===== config.mk =====
export PLATFORM = sky130hd
export DESIGN_NAME = ring_deque_with_search
export DESIGN_NICKNAME = d
export VERILOG_FILES = /design/src/design/rdq_pkg.sv /design/src/design/ring_deque_with_search.sv /design/src/design/rdq_ram.sv /design/src/design/rdq_datapath.sv /design/src/design/rdq_ctrl.sv
export SDC_FILE = /design/constraint.sdc
export NUM_CORES = 2
export LEC_CHECK = 0
export BUFFER_PORTS_ARGS = -buffer_cell sky130_fd_sc_hd__buf_4
export CAP_MARGIN = 20
export CORE_ASPECT_RATIO = 0.6
export CORE_UTILIZATION = 55
export CTS_BUF_LIST = sky130_fd_sc_hd__clkbuf_8
export DETAILED_ROUTE_END_ITERATION = 6
export GPL_TIMING_DRIVEN = 0
export PLACE_DENSITY_LB_ADDON = 0.08
export REMOVE_ABC_BUFFERS = 1
export SKIP_CTS_REPAIR_TIMING = 1
export SYNTH_ARGS = -nofsm -noshare
export SYNTH_HDL_FRONTEND = slang
export SYNTH_HIERARCHICAL = 1
export SYNTH_SLANG_ARGS = --single-unit

===== constraint.sdc =====
create_clock -name clk -period 26.1 [get_ports clk]
set_clock_uncertainty 0.1 [all_clocks]
set_input_delay 1.305 -clock clk [delete_from_list [all_inputs] [get_ports clk]]
set_output_delay 1.305 -clock clk [all_outputs]
set_load 0.01 [all_outputs]

===== src/design/rdq_pkg.sv =====
// Shared constants, codes, command/status structs and ring helpers for the ring deque.
package rdq_pkg;

    localparam int DEPTH      = 16;
    localparam int WORD_WIDTH = 64;

    localparam int ADDR_W  = $clog2(DEPTH);
    localparam int OCC_W   = $clog2(DEPTH + 1);
    localparam int SUM_W   = OCC_W + 1;

    // fixed port widths
    localparam int OP_W     = 2;
    localparam int VALUE_W  = 64;
    localparam int STATUS_W = 2;
    localparam int POS_W    = 4;
    localparam int COUNT_W  = 5;

    typedef logic [WORD_WIDTH-1:0] word_t;
    typedef logic [ADDR_W-1:0]     addr_t;
    typedef logic [OCC_W-1:0]      occ_t;

    typedef enum logic [OP_W-1:0] {
        OP_PUSH_FRONT = 2'd0,
        OP_PUSH_BACK  = 2'd1,
        OP_POP_FRONT  = 2'd2,
        OP_FIND       = 2'd3
    } op_t;

    typedef enum logic [STATUS_W-1:0] {
        ST_OK    = 2'd0,
        ST_EMPTY = 2'd1,
        ST_FULL  = 2'd2
    } status_t;

    // controller -> datapath
    typedef struct packed {
        logic capture;
        logic exec;
        logic pop_load;
        logic scan_step;
        logic load_out;
    } cmd_t;

    // datapath -> controller
    typedef struct packed {
        op_t  op;
        logic empty;
        logic single;
        logic hit;
        logic last;
    } stat_t;

    // (base + off) mod DEPTH, off below twice DEPTH
    function automatic addr_t ring_add(input addr_t base, input occ_t off);
        logic [SUM_W-1:0] sum;
        sum = SUM_W'(base) + SUM_W'(off);
        if (sum >= SUM_W'(DEPTH))
        begin
            sum = sum - SUM_W'(DEPTH);
        end
        return sum[ADDR_W-1:0];
    endfunction

    function automatic addr_t ring_dec(input addr_t base);
        addr_t res;
        if (base == '0)
        begin
            res = ADDR_W'(DEPTH - 1);
        end
        else
        begin
            res = base - ADDR_W'(1);
        end
        return res;
    endfunction

endpackage


===== src/design/ring_deque_with_search.sv =====
// Ring deque with search: top level joining the controller and the datapath.
//
// A bounded deque of up to 16 64-bit words held in a ring of RAM slots. A request
// pushes at the front, pushes at the back, pops from the front or searches for a
// word; every result carries the status, the popped word, the search outcome and
// the count and end words after the request. One request is in the block at a
// time. Pushes, error cases, a pop that empties the store and a search of an
// empty store go from execute to the result register; other pops refill the
// head cache first and a search scans from the front, one word compared per cycle
// through the single read port of the slot RAM. The next request is accepted in
// the cycle after the result has been loaded, even while that result still waits
// on out_stall; a result that cannot be loaded holds the block until the output
// register frees. Slot contents are not cleared at reset and need no clearing.
module ring_deque_with_search (
    input  logic                          clk,
    input  logic                          rst_n,
    input  logic                          in_valid,
    output logic                          in_stall,
    input  logic [rdq_pkg::OP_W-1:0]      op,
    input  logic [rdq_pkg::VALUE_W-1:0]   value,
    output logic                          out_valid,
    input  logic                          out_stall,
    output logic [rdq_pkg::STATUS_W-1:0]  status,
    output logic [rdq_pkg::VALUE_W-1:0]   popped_value,
    output logic                          found,
    output logic [rdq_pkg::POS_W-1:0]     position,
    output logic [rdq_pkg::COUNT_W-1:0]   count,
    output logic [rdq_pkg::VALUE_W-1:0]   head_value,
    output logic [rdq_pkg::VALUE_W-1:0]   tail_value
);

    rdq_pkg::cmd_t  cmd;
    rdq_pkg::stat_t stat;

    rdq_ctrl u_ctrl (
        .clk       (clk),
        .rst_n     (rst_n),
        .in_valid  (in_valid),
        .in_stall  (in_stall),
        .out_valid (out_valid),
        .out_stall (out_stall),
        .stat      (stat),
        .cmd       (cmd)
    );

    rdq_datapath u_datapath (
        .clk          (clk),
        .rst_n        (rst_n),
        .cmd          (cmd),
        .stat         (stat),
        .op           (op),
        .value        (value),
        .status       (status),
        .popped_value (popped_value),
        .found        (found),
        .position     (position),
        .count        (count),
        .head_value   (head_value),
        .tail_value   (tail_value)
    );

endmodule


===== src/design/rdq_ram.sv =====
// Generic single-write, single-read RAM with registered read data.
module rdq_ram #(
    parameter int WIDTH = 8,
    parameter int WORDS = 16
) (
    input  logic                     clk,
    input  logic                     we,
    input  logic [$clog2(WORDS)-1:0] waddr,
    input  logic [WIDTH-1:0]         wdata,
    input  logic [$clog2(WORDS)-1:0] raddr,
    output logic [WIDTH-1:0]         rdata
);

    logic [WIDTH-1:0] mem [WORDS];

    always_ff @(posedge clk)
    begin
        if (we)
        begin
            mem[waddr] <= wdata;
        end
        rdata <= mem[raddr];
    end

endmodule


===== src/design/rdq_datapath.sv =====
// Datapath: slot RAM, front/occupancy registers, end-word caches, scan pointer and result register.
module rdq_datapath (
    input  logic                          clk,
    input  logic                          rst_n,
    input  rdq_pkg::cmd_t                 cmd,
    output rdq_pkg::stat_t                stat,
    input  logic [rdq_pkg::OP_W-1:0]      op,
    input  logic [rdq_pkg::VALUE_W-1:0]   value,
    output logic [rdq_pkg::STATUS_W-1:0]  status,
    output logic [rdq_pkg::VALUE_W-1:0]   popped_value,
    output logic                          found,
    output logic [rdq_pkg::POS_W-1:0]     position,
    output logic [rdq_pkg::COUNT_W-1:0]   count,
    output logic [rdq_pkg::VALUE_W-1:0]   head_value,
    output logic [rdq_pkg::VALUE_W-1:0]   tail_value
);

    rdq_pkg::addr_t   front_reg, front_next;
    rdq_pkg::occ_t    occ_reg, occ_next;
    rdq_pkg::word_t   head_reg, head_next;
    rdq_pkg::word_t   tail_reg, tail_next;
    rdq_pkg::op_t     op_reg, op_next;
    rdq_pkg::word_t   val_reg, val_next;
    rdq_pkg::occ_t    scan_reg, scan_next;
    rdq_pkg::occ_t    cmp_pos_reg, cmp_pos_next;
    logic             pend_reg, pend_next;

    rdq_pkg::status_t st_reg, st_next;
    rdq_pkg::word_t   popped_reg, popped_next;
    logic             found_reg, found_next;
    rdq_pkg::occ_t    pos_reg, pos_next;

    logic [rdq_pkg::STATUS_W-1:0] status_out_reg, status_out_next;
    logic [rdq_pkg::VALUE_W-1:0]  popped_out_reg, popped_out_next;
    logic                         found_out_reg, found_out_next;
    logic [rdq_pkg::POS_W-1:0]    pos_out_reg, pos_out_next;
    logic [rdq_pkg::COUNT_W-1:0]  count_out_reg, count_out_next;
    logic [rdq_pkg::VALUE_W-1:0]  head_out_reg, head_out_next;
    logic [rdq_pkg::VALUE_W-1:0]  tail_out_reg, tail_out_next;

    logic           ram_we;
    rdq_pkg::addr_t ram_waddr;
    rdq_pkg::addr_t ram_raddr;
    rdq_pkg::word_t ram_rdata;

    logic           full;
    logic           empty;
    rdq_pkg::addr_t front_inc;
    rdq_pkg::addr_t front_dec;

    rdq_ram #(
        .WIDTH (rdq_pkg::WORD_WIDTH),
        .WORDS (rdq_pkg::DEPTH)
    ) u_slots (
        .clk   (clk),
        .we    (ram_we),
        .waddr (ram_waddr),
        .wdata (val_reg),
        .raddr (ram_raddr),
        .rdata (ram_rdata)
    );

    assign full      = (occ_reg == rdq_pkg::OCC_W'(rdq_pkg::DEPTH));
    assign empty     = (occ_reg == '0);
    assign front_inc = rdq_pkg::ring_add(front_reg, rdq_pkg::OCC_W'(1));
    assign front_dec = rdq_pkg::ring_dec(front_reg);

    assign stat.op     = op_reg;
    assign stat.empty  = empty;
    assign stat.single = (occ_reg == rdq_pkg::OCC_W'(1));
    assign stat.hit    = pend_reg && (ram_rdata == val_reg);
    assign stat.last   = pend_reg && (cmp_pos_reg == occ_reg - rdq_pkg::OCC_W'(1));

    always_comb
    begin
        front_next   = front_reg;
        occ_next     = occ_reg;
        head_next    = head_reg;
        tail_next    = tail_reg;
        op_next      = op_reg;
        val_next     = val_reg;
        scan_next    = scan_reg;
        cmp_pos_next = cmp_pos_reg;
        pend_next    = pend_reg;
        st_next      = st_reg;
        popped_next  = popped_reg;
        found_next   = found_reg;
        pos_next     = pos_reg;
        ram_we       = 1'b0;
        ram_waddr    = front_reg;
        ram_raddr    = rdq_pkg::ring_add(front_reg, scan_reg);

        status_out_next = status_out_reg;
        popped_out_next = popped_out_reg;
        found_out_next  = found_out_reg;
        pos_out_next    = pos_out_reg;
        count_out_next  = count_out_reg;
        head_out_next   = head_out_reg;
        tail_out_next   = tail_out_reg;

        if (cmd.capture)
        begin
            op_next  = rdq_pkg::op_t'(op);
            val_next = value[rdq_pkg::WORD_WIDTH-1:0];
        end

        if (cmd.exec)
        begin
            st_next     = rdq_pkg::ST_OK;
            popped_next = '0;
            found_next  = 1'b0;
            pos_next    = '0;
            scan_next   = '0;
            pend_next   = 1'b0;
            unique case (op_reg)
                rdq_pkg::OP_PUSH_FRONT:
                begin
                    if (full)
                    begin
                        st_next = rdq_pkg::ST_FULL;
                    end
                    else
                    begin
                        ram_we     = 1'b1;
                        ram_waddr  = front_dec;
                        front_next = front_dec;
                        occ_next   = occ_reg + rdq_pkg::OCC_W'(1);
                        head_next  = val_reg;
                        if (empty)
                        begin
                            tail_next = val_reg;
                        end
                    end
                end
                rdq_pkg::OP_PUSH_BACK:
                begin
                    if (full)
                    begin
                        st_next = rdq_pkg::ST_FULL;
                    end
                    else
                    begin
                        ram_we    = 1'b1;
                        ram_waddr = rdq_pkg::ring_add(front_reg, occ_reg);
                        occ_next  = occ_reg + rdq_pkg::OCC_W'(1);
                        tail_next = val_reg;
                        if (empty)
                        begin
                            head_next = val_reg;
                        end
                    end
                end
                rdq_pkg::OP_POP_FRONT:
                begin
                    if (empty)
                    begin
                        st_next = rdq_pkg::ST_EMPTY;
                    end
                    else
                    begin
                        popped_next = head_reg;
                        front_next  = front_inc;
                        occ_next    = occ_reg - rdq_pkg::OCC_W'(1);
                        // fetch the new front word for the head cache
                        ram_raddr   = front_inc;
                    end
                end
                rdq_pkg::OP_FIND:
                begin
                end
                default:
                begin
                end
            endcase
        end

        if (cmd.pop_load)
        begin
            head_next = ram_rdata;
        end

        if (cmd.scan_step)
        begin
            if (stat.hit)
            begin
                found_next = 1'b1;
                pos_next   = cmp_pos_reg;
                pend_next  = 1'b0;
            end
            else if (scan_reg < occ_reg)
            begin
                pend_next    = 1'b1;
                cmp_pos_next = scan_reg;
                scan_next    = scan_reg + rdq_pkg::OCC_W'(1);
            end
            else
            begin
                pend_next = 1'b0;
            end
        end

        if (cmd.load_out)
        begin
            status_out_next = st_reg;
            popped_out_next = rdq_pkg::VALUE_W'(popped_reg);
            found_out_next  = found_reg;
            pos_out_next    = pos_reg[rdq_pkg::POS_W-1:0];
            count_out_next  = rdq_pkg::COUNT_W'(occ_reg);
            head_out_next   = empty ? '0 : rdq_pkg::VALUE_W'(head_reg);
            tail_out_next   = empty ? '0 : rdq_pkg::VALUE_W'(tail_reg);
        end
    end

    always_ff @(posedge clk or negedge rst_n)
    begin
        if (!rst_n)
        begin
            front_reg <= '0;
            occ_reg   <= '0;
            pend_reg  <= 1'b0;
        end
        else
        begin
            front_reg <= front_next;
            occ_reg   <= occ_next;
            pend_reg  <= pend_next;
        end
    end

    always_ff @(posedge clk)
    begin
        head_reg       <= head_next;
        tail_reg       <= tail_next;
        op_reg         <= op_next;
        val_reg        <= val_next;
        scan_reg       <= scan_next;
        cmp_pos_reg    <= cmp_pos_next;
        st_reg         <= st_next;
        popped_reg     <= popped_next;
        found_reg      <= found_next;
        pos_reg        <= pos_next;
        status_out_reg <= status_out_next;
        popped_out_reg <= popped_out_next;
        found_out_reg  <= found_out_next;
        pos_out_reg    <= pos_out_next;
        count_out_reg  <= count_out_next;
        head_out_reg   <= head_out_next;
        tail_out_reg   <= tail_out_next;
    end

    assign status       = status_out_reg;
    assign popped_value = popped_out_reg;
    assign found        = found_out_reg;
    assign position     = pos_out_reg;
    assign count        = count_out_reg;
    assign head_value   = head_out_reg;
    assign tail_value   = tail_out_reg;

endmodule


===== src/design/rdq_ctrl.sv =====
// Controller: sequences one request through execute, pop refill, search scan and result load.
module rdq_ctrl (
    input  logic           clk,
    input  logic           rst_n,
    input  logic           in_valid,
    output logic           in_stall,
    output logic           out_valid,
    input  logic           out_stall,
    input  rdq_pkg::stat_t stat,
    output rdq_pkg::cmd_t  cmd
);

    typedef enum logic [2:0] {
        S_IDLE,
        S_EXEC,
        S_POP_RD,
        S_SCAN,
        S_FINISH
    } state_t;

    state_t state_reg, state_next;
    logic   out_valid_reg, out_valid_next;
    logic   out_free;

    assign out_free = !out_valid_reg || !out_stall;

    always_comb
    begin
        state_next     = state_reg;
        cmd            = '0;
        out_valid_next = out_valid_reg && out_stall;
        unique case (state_reg)
            S_IDLE:
            begin
                if (in_valid)
                begin
                    cmd.capture = 1'b1;
                    state_next  = S_EXEC;
                end
            end
            S_EXEC:
            begin
                cmd.exec = 1'b1;
                if (stat.op == rdq_pkg::OP_FIND && !stat.empty)
                begin
                    state_next = S_SCAN;
                end
                else if (stat.op == rdq_pkg::OP_POP_FRONT && !stat.empty && !stat.single)
                begin
                    state_next = S_POP_RD;
                end
                else
                begin
                    state_next = S_FINISH;
                end
            end
            S_POP_RD:
            begin
                cmd.pop_load = 1'b1;
                state_next   = S_FINISH;
            end
            S_SCAN:
            begin
                cmd.scan_step = 1'b1;
                if (stat.hit || stat.last)
                begin
                    state_next = S_FINISH;
                end
            end
            S_FINISH:
            begin
                if (out_free)
                begin
                    cmd.load_out   = 1'b1;
                    out_valid_next = 1'b1;
                    state_next     = S_IDLE;
                end
            end
            default:
            begin
                state_next = S_IDLE;
            end
        endcase
    end

    always_ff @(posedge clk or negedge rst_n)
    begin
        if (!rst_n)
        begin
            state_reg     <= S_IDLE;
            out_valid_reg <= 1'b0;
        end
        else
        begin
            state_reg     <= state_next;
            out_valid_reg <= out_valid_next;
        end
    end

    assign in_stall  = (state_reg != S_IDLE);
    assign out_valid = out_valid_reg;

endmodule


# Word level (Yosys, flattened, before mapping)
# Memory sizes are Yosys's and may differ from the RTL's. A register that Yosys moved wholly into a read port is not among the register bits.
# Cells that the tools add are included.
dict set report totals {
  ff_bits 494
  mem_bits_rw 1024
  inputBits 70
  out_inout_bits 206
  word_cells 151
  mem_count 1
}
dict set report classes {
  add_sub_neg 10
  magnitude_cmp 4
  n_eq_ne 22
  n_mux 61
  bitwise_logic 1
  reduce_logical 30
}
# memory depth word_bits rd rd_clocked_by_memory_dff wr line_no
set mem_list {}
lappend mem_list {u_datapath.u_slots.mem 16 64 1 1 1 rdq_ram.sv:14} ;# logic [WIDTH-1:0] mem [WORDS];
# cell n
set ops {}
lappend ops {{$mux W64} 6}
lappend ops {{$pmux W64 S2} 2}
lappend ops {{$eq A64 B64 Y1} 1}
lappend ops {{$mux W5} 9}
lappend ops {{$mux W4} 11}
lappend ops {{$mux W1} 22}
lappend ops {{$pmux W4 S2} 2}
lappend ops {{$sub A4 B1 Y4 const B} 4}
lappend ops {{$mux W3} 5}
lappend ops {{$pmux W3 S5} 1}
lappend ops {{$add A4 B5 Y6} 2}
lappend ops {{$ge A6 B5 Y1 const B} 2}
lappend ops {{$add A5 B1 Y5 const B} 2}
lappend ops {{$ne A2 B2 Y1 const B} 5}
lappend ops {{$pmux W5 S2} 1}
lappend ops {{$reduce_and A5 Y1} 2}
lappend ops {{$reduce_bool A2 Y1} 5}
lappend ops {{$reduce_and A3 Y1} 3}
lappend ops {{$eq A3 B2 Y1 const B} 2}
lappend ops {{$logic_and A1 B1 Y1} 6}
lappend ops {{$ne A2 B1 Y1 const B} 3}
lappend ops {{$ne A3 B3 Y1 const B} 2}
lappend ops {{$reduce_bool A3 Y1} 2}
lappend ops {{$add A4 B1 Y5 const B} 1}
lappend ops {{22 further kinds} 27}

# Logic depth before layout (Yosys ltp)
dict set report depth {
  depth_word 7
  ltp_mapped 12
  mapped_depth_nobuf 11
}

# Cells and area by module
# Netlist, hierarchy kept.
# module instances cells_per_inst area_per_inst_um2 seq_area_each_um2
set modules_own_cells {}
lappend modules_own_cells {rdq_ram 1 1647 39581.7 32030.7}
lappend modules_own_cells {rdq_datapath 1 1067 18576.6 14533.9}
lappend modules_own_cells {rdq_ctrl 1 28 236.5 100.1}

# Worst setup path after synthesis
# OpenSTA, ideal clock, no wires.
dict set report synth_timing {
  kind {input -> register}
  start {input port out_stall}
  end {register u_datapath.count_out_reg, in the netlist u_datapath/count[0] (enable)}
  setup_time_ns 0.838
  arrival_time_ns 10.870
  required_ns 25.162
  setup_slack_ns 14.292
  cell_stages 1
  path_buffers 0
  path_cell_list {a21oi_1}
}
dict set report synth_via {
  elab_chain_cells 4
}
# item line_no
set synth_lines {}
lappend synth_lines {{start: declaration} ring_deque_with_search.sv:22} ;# input logic out_stall,
lappend synth_lines {{$logic_not A1 Y1} rdq_ctrl.sv:25} ;# assign out_free = !out_valid_reg || !out_stall;
lappend synth_lines {{$logic_or A1 B1 Y1} rdq_ctrl.sv:25}
lappend synth_lines {{$mux W1} rdq_ctrl.sv:72} ;# if (out_free)
lappend synth_lines {{$mux W1} rdq_ctrl.sv:32} ;# unique case (state_reg)
lappend synth_lines {{end signal: assignment} rdq_datapath.sv:246} ;# count_out_reg <= count_out_next;
lappend synth_lines {{end: declaration} rdq_datapath.sv:37} ;# logic [rdq_pkg::COUNT_W-1:0] count_out_reg, count_out_next;
# Every way passes these cells.
# A chain may end at the register's enable or synchronous reset.

==> out/qor.tcl <==
set qor(status) {completed}
set qor(fillCellCount) 6944
set qor(critPathSlowestCell) {sky130_fd_sc_hd__nor3_2}
set qor(initial_antenna_violation_count) 3
set qor(yosys-top-cells-area) {sky130_fd_sc_hd__edfxtp_1, sky130_fd_sc_hd__mux4_2, sky130_fd_sc_hd__dfxtp_1}
set qor(worst-endpoint-required_ps) 26580
set qor(multi_input_area_sq_um) 11200
set qor(synth_top_cells_by_count) {sky130_fd_sc_hd__edfxtp_1, sky130_fd_sc_hd__mux4_2, sky130_fd_sc_hd__and2_1}
set qor(clock_latency_ps) 900
set qor(synthMuxAreaShare) 0.111
set qor(layout.nets) 3319
set qor(fin_crit_sh) 0.213
set qor(cts-root-to-sink-buffers) 3
set qor(fp.dieW_um) 423
set qor(syn-mean-instance-area_sq_um) 21.3
set qor(clock_power_share) 0.224
set qor(globalRouteTotalUtil) 0.242
set qor(report.final.hold_viol_count) 0
set qor(yosysTopAreaCell) {sky130_fd_sc_hd__edfxtp_1}
set qor(design.core.area_sq_um) 105000
set qor(kind_of_start_point_of_the_critical_path) {flop}
set qor(synthCells) 2742
set qor(hold-worst-slack_ps) 167
set qor(initialDrtViolationCount) 2816
set qor(unrepaired_setup_endpoints_after_global_routing) {false}
set qor(sequential_cell_area_sq_um) 46700
set qor(largest_register_ff_count) 1024
set qor(hold_class) {input port to async pin}
set qor(postSynth.asyncResetShare) 0.00886
set qor(grt_overflow_total) 0
set qor(critPathMostFrequentCell) {sky130_fd_sc_hd__buf_6}
set qor(timing.max_slew.rel_slack) 0.340
set qor(synthAdderAreaFrac) 0.00433
set qor(grt_first_pass_wirelength_mm) 188
set qor(worst-endpoint-arrival_ps) 6050
set qor(synth.yosys.seq_area_share) 0.799
set qor(pin_count_of_the_biggest_net_entering_global_routing) 73
set qor(postSynthRegisterBits) 1581
set qor(io-pin-count) 276
set qor(drive_gt1_frac) 0.302
set qor(worst-setup-path-type) {flop to flop}
set qor(sequentialPowerShare) 0.439
set qor(synth-edff-count) 1493
set qor(antenna_left) 0
set qor(route.final.wire_length_mm) 129
set qor(cts_buffers) 217
set qor(slew_violations) 0
set qor(power.net_switching_w) 0.00258
set qor(cell_by_cell_listing_of_the_critical_path) {inv_2, or3_1, inv_4, buf_16, nor2b_1, nand2_1, inv_1, nand3_1, o21ai_0, a21oi_1, nand3b_1, nor3_2, buf_6, buf_6, buf_6, buf_6, buf_6}
set qor(endpoint_kind) {flop}
set qor(cts.htree.levels) 4
set qor(row_count) 92
set qor(dp.final_hpwl_mm) 80.0
set qor(first_pass_iters) 7
set qor(cts_root_buffer) {sky130_fd_sc_hd__clkbuf_8}
set qor(cpPeakStageDelay_ps) 730
set qor(comb_power_share) 0.337
set qor(final_period_minus_worst_setup_slack_ps) 5570
set qor(syn_to_final_growth_pct) 16.9
set qor(initial_core_util) 0.556
set qor(yosys.area_share.simple) 0.0369
set qor(cp_max_fo) 50
set qor(detail_route.drc_violations) 0
set qor(drv_cap) 0
set qor(grt_pass1_vias) 29100
set qor(yosys_warnings) 6
set qor(routabilityCongestion) 0.782
set qor(cts_num_sinks) 1581
set qor(synth_top_family_by_area) {multiplexers}
set qor(sw_frac_of_total) 0.318
set qor(routedWlPerCell_um) 26.7
set qor(via_per_inst) 5.85
set qor(internal_power_w) 0.00555
set qor(largest-register) {u_datapath/u_slots/mem}
set qor(power.density_cell_area_nw_per_um2) 119
set qor(netlist.area_leader.share) 0.768
set qor(post_cts_clock_slew_at_the_launch_and_capture_registers_of_the_worst_setup_and_hold_paths_ps) 60
set qor(transition_time_at_the_pin_with_the_least_slew_margin_ps) 988
set qor(netlist-cell-type-count) 57
set qor(finalSetupViolations) 0
set qor(synth.most_common_cell) {sky130_fd_sc_hd__edfxtp_1}
set qor(cts_tree) {yes}
set qor(synth_flop_cell) {sky130_fd_sc_hd__edfxtp_1}
set qor(netlist_area_sq_um) 58400
set qor(yosys.area_share.xor_xnor) 0.0120
set qor(accumulated_negative_setup_slack_ps) 0
set qor(clock.fmax_ghz) 0.180
set qor(die_y_um) 254
set qor(vdd_ir_drop_max_v) 0.000148
set qor(dr_total_vias) 28300
set qor(io_buffers) 275
set qor(die_area_sq_um) 108000
set qor(leakage_nw) 23.2
set qor(synth_compound_gate_area_share) 0.0238
## power groups by stage
stage                     Clock [W]  Sequential (W)  Combinational [W]
after floorplan                   0         0.00361            0.00280
after global placement            0         0.00371            0.00371
after detailed placement          0         0.00363            0.00277
after CTS                   0.00187         0.00357            0.00277
after global routing        0.00197         0.00361            0.00293
final                       0.00182         0.00357            0.00274
## path summary, 6_finish.rpt
| check | startpoint | to | slack (ps) | depth (start not counted) |
|---|---|---|---|---|
| max in group asynchronous | rst_n | u_ctrl/state_reg[0] | 25530 | 1 |
| setup / recovery | u_ctrl/state_reg[0] | u_datapath/u_slots/mem[8][15] | 20530 | 17 |
| min in group clk | u_datapath/popped_reg[21] | u_datapath/popped_value[21] | 310 | 0 |
| hold reg to reg | u_datapath/popped_reg[21] | u_datapath/popped_value[21] | 310 | 0 |
| hold / removal | rst_n | u_datapath/occ_reg[4] | 170 | 1 |
| setup reg to reg | u_ctrl/state_reg[0] | u_datapath/u_slots/mem[8][15] | 20530 | 17 |
## kinds of logic (layout without fill, tap and decap cells)
group           after synthesis  in the layout
flops                      1581           1581
buf+inv                     155            831
xor+xnor                     80             80
other cells                   0              3
compound gates              193            193
simple gates                392            392
fa+ha+maj                    19             19
mux                         322            322
## metrics by stage
step | cells | util | setup WS (ps) | instance area, sq um | power (W)
2_1_floorplan | 2615 | - | 2530 | 57800 | 0.00642
3_3_place_gp | 4300 | 0.586 | -15960 | 61600 | 0.00742
3_5_place_dp | 4421 | 0.610 | 20600 | 64100 | 0.00639
4_1_cts | 4828 | 0.650 | 20560 | 68300 | 0.00821
5_1_grt | 4830 | 0.650 | 20280 | 68300 | 0.00851
6_report | 4831 | 0.650 | 20530 | 68300 | 0.00814
## layout make-up
| type | instances | share of cell area |
|---|---|---|
| tap | 1410 | 0.0258 |
| antenna | 3 | 0.000110 |
| clock buffer | 250 | 0.0504 |
| clock inverter | 157 | 0.0112 |
| timing repair buffer | 396 | 0.0632 |
| multi-input combinational | 1006 | 0.164 |
| inverter | 28 | 0.00158 |
| sequential | 1581 | 0.683 |
## metal layers
metal  vias to the layer above  track usage  wire length [um]
li1                      12100            -                 -
met1                     14700        0.349             55200
met2                      1202        0.378             61300
met3                       216       0.0459              9790
met4                         0       0.0831              2930
met5                         -            0                 0
## layout by cell type (no fill, tap or decap), drive strengths merged, types with 13 or more instances in the layout
cell type,synthesis,layout
edfxtp,1493,1493
buf,51,396
mux4,256,256
clkbuf,76,250
inv,28,142
and2,130,130
a22oi,128,128
nand2,95,95
dfxtp,74,74
and3,68,68
xnor2,65,65
mux2,65,65
clkinv,0,34
nor2,33,33
o21ai,24,24
ha,17,17
a21oi,17,17
nand4,15,15
xor2,15,15
dfrtp,14,14
nand3,13,13
## worst max-delay path: cells and delay by family (launching register included)
family                 cells  cell delay [ps]
AO/OA/AOI/OAI              2              230
buffers and inverters      9             2200
flip-flops                 1              440
AND/OR/NAND/NOR            6             2240
Power figures use the tool's default switching activity.
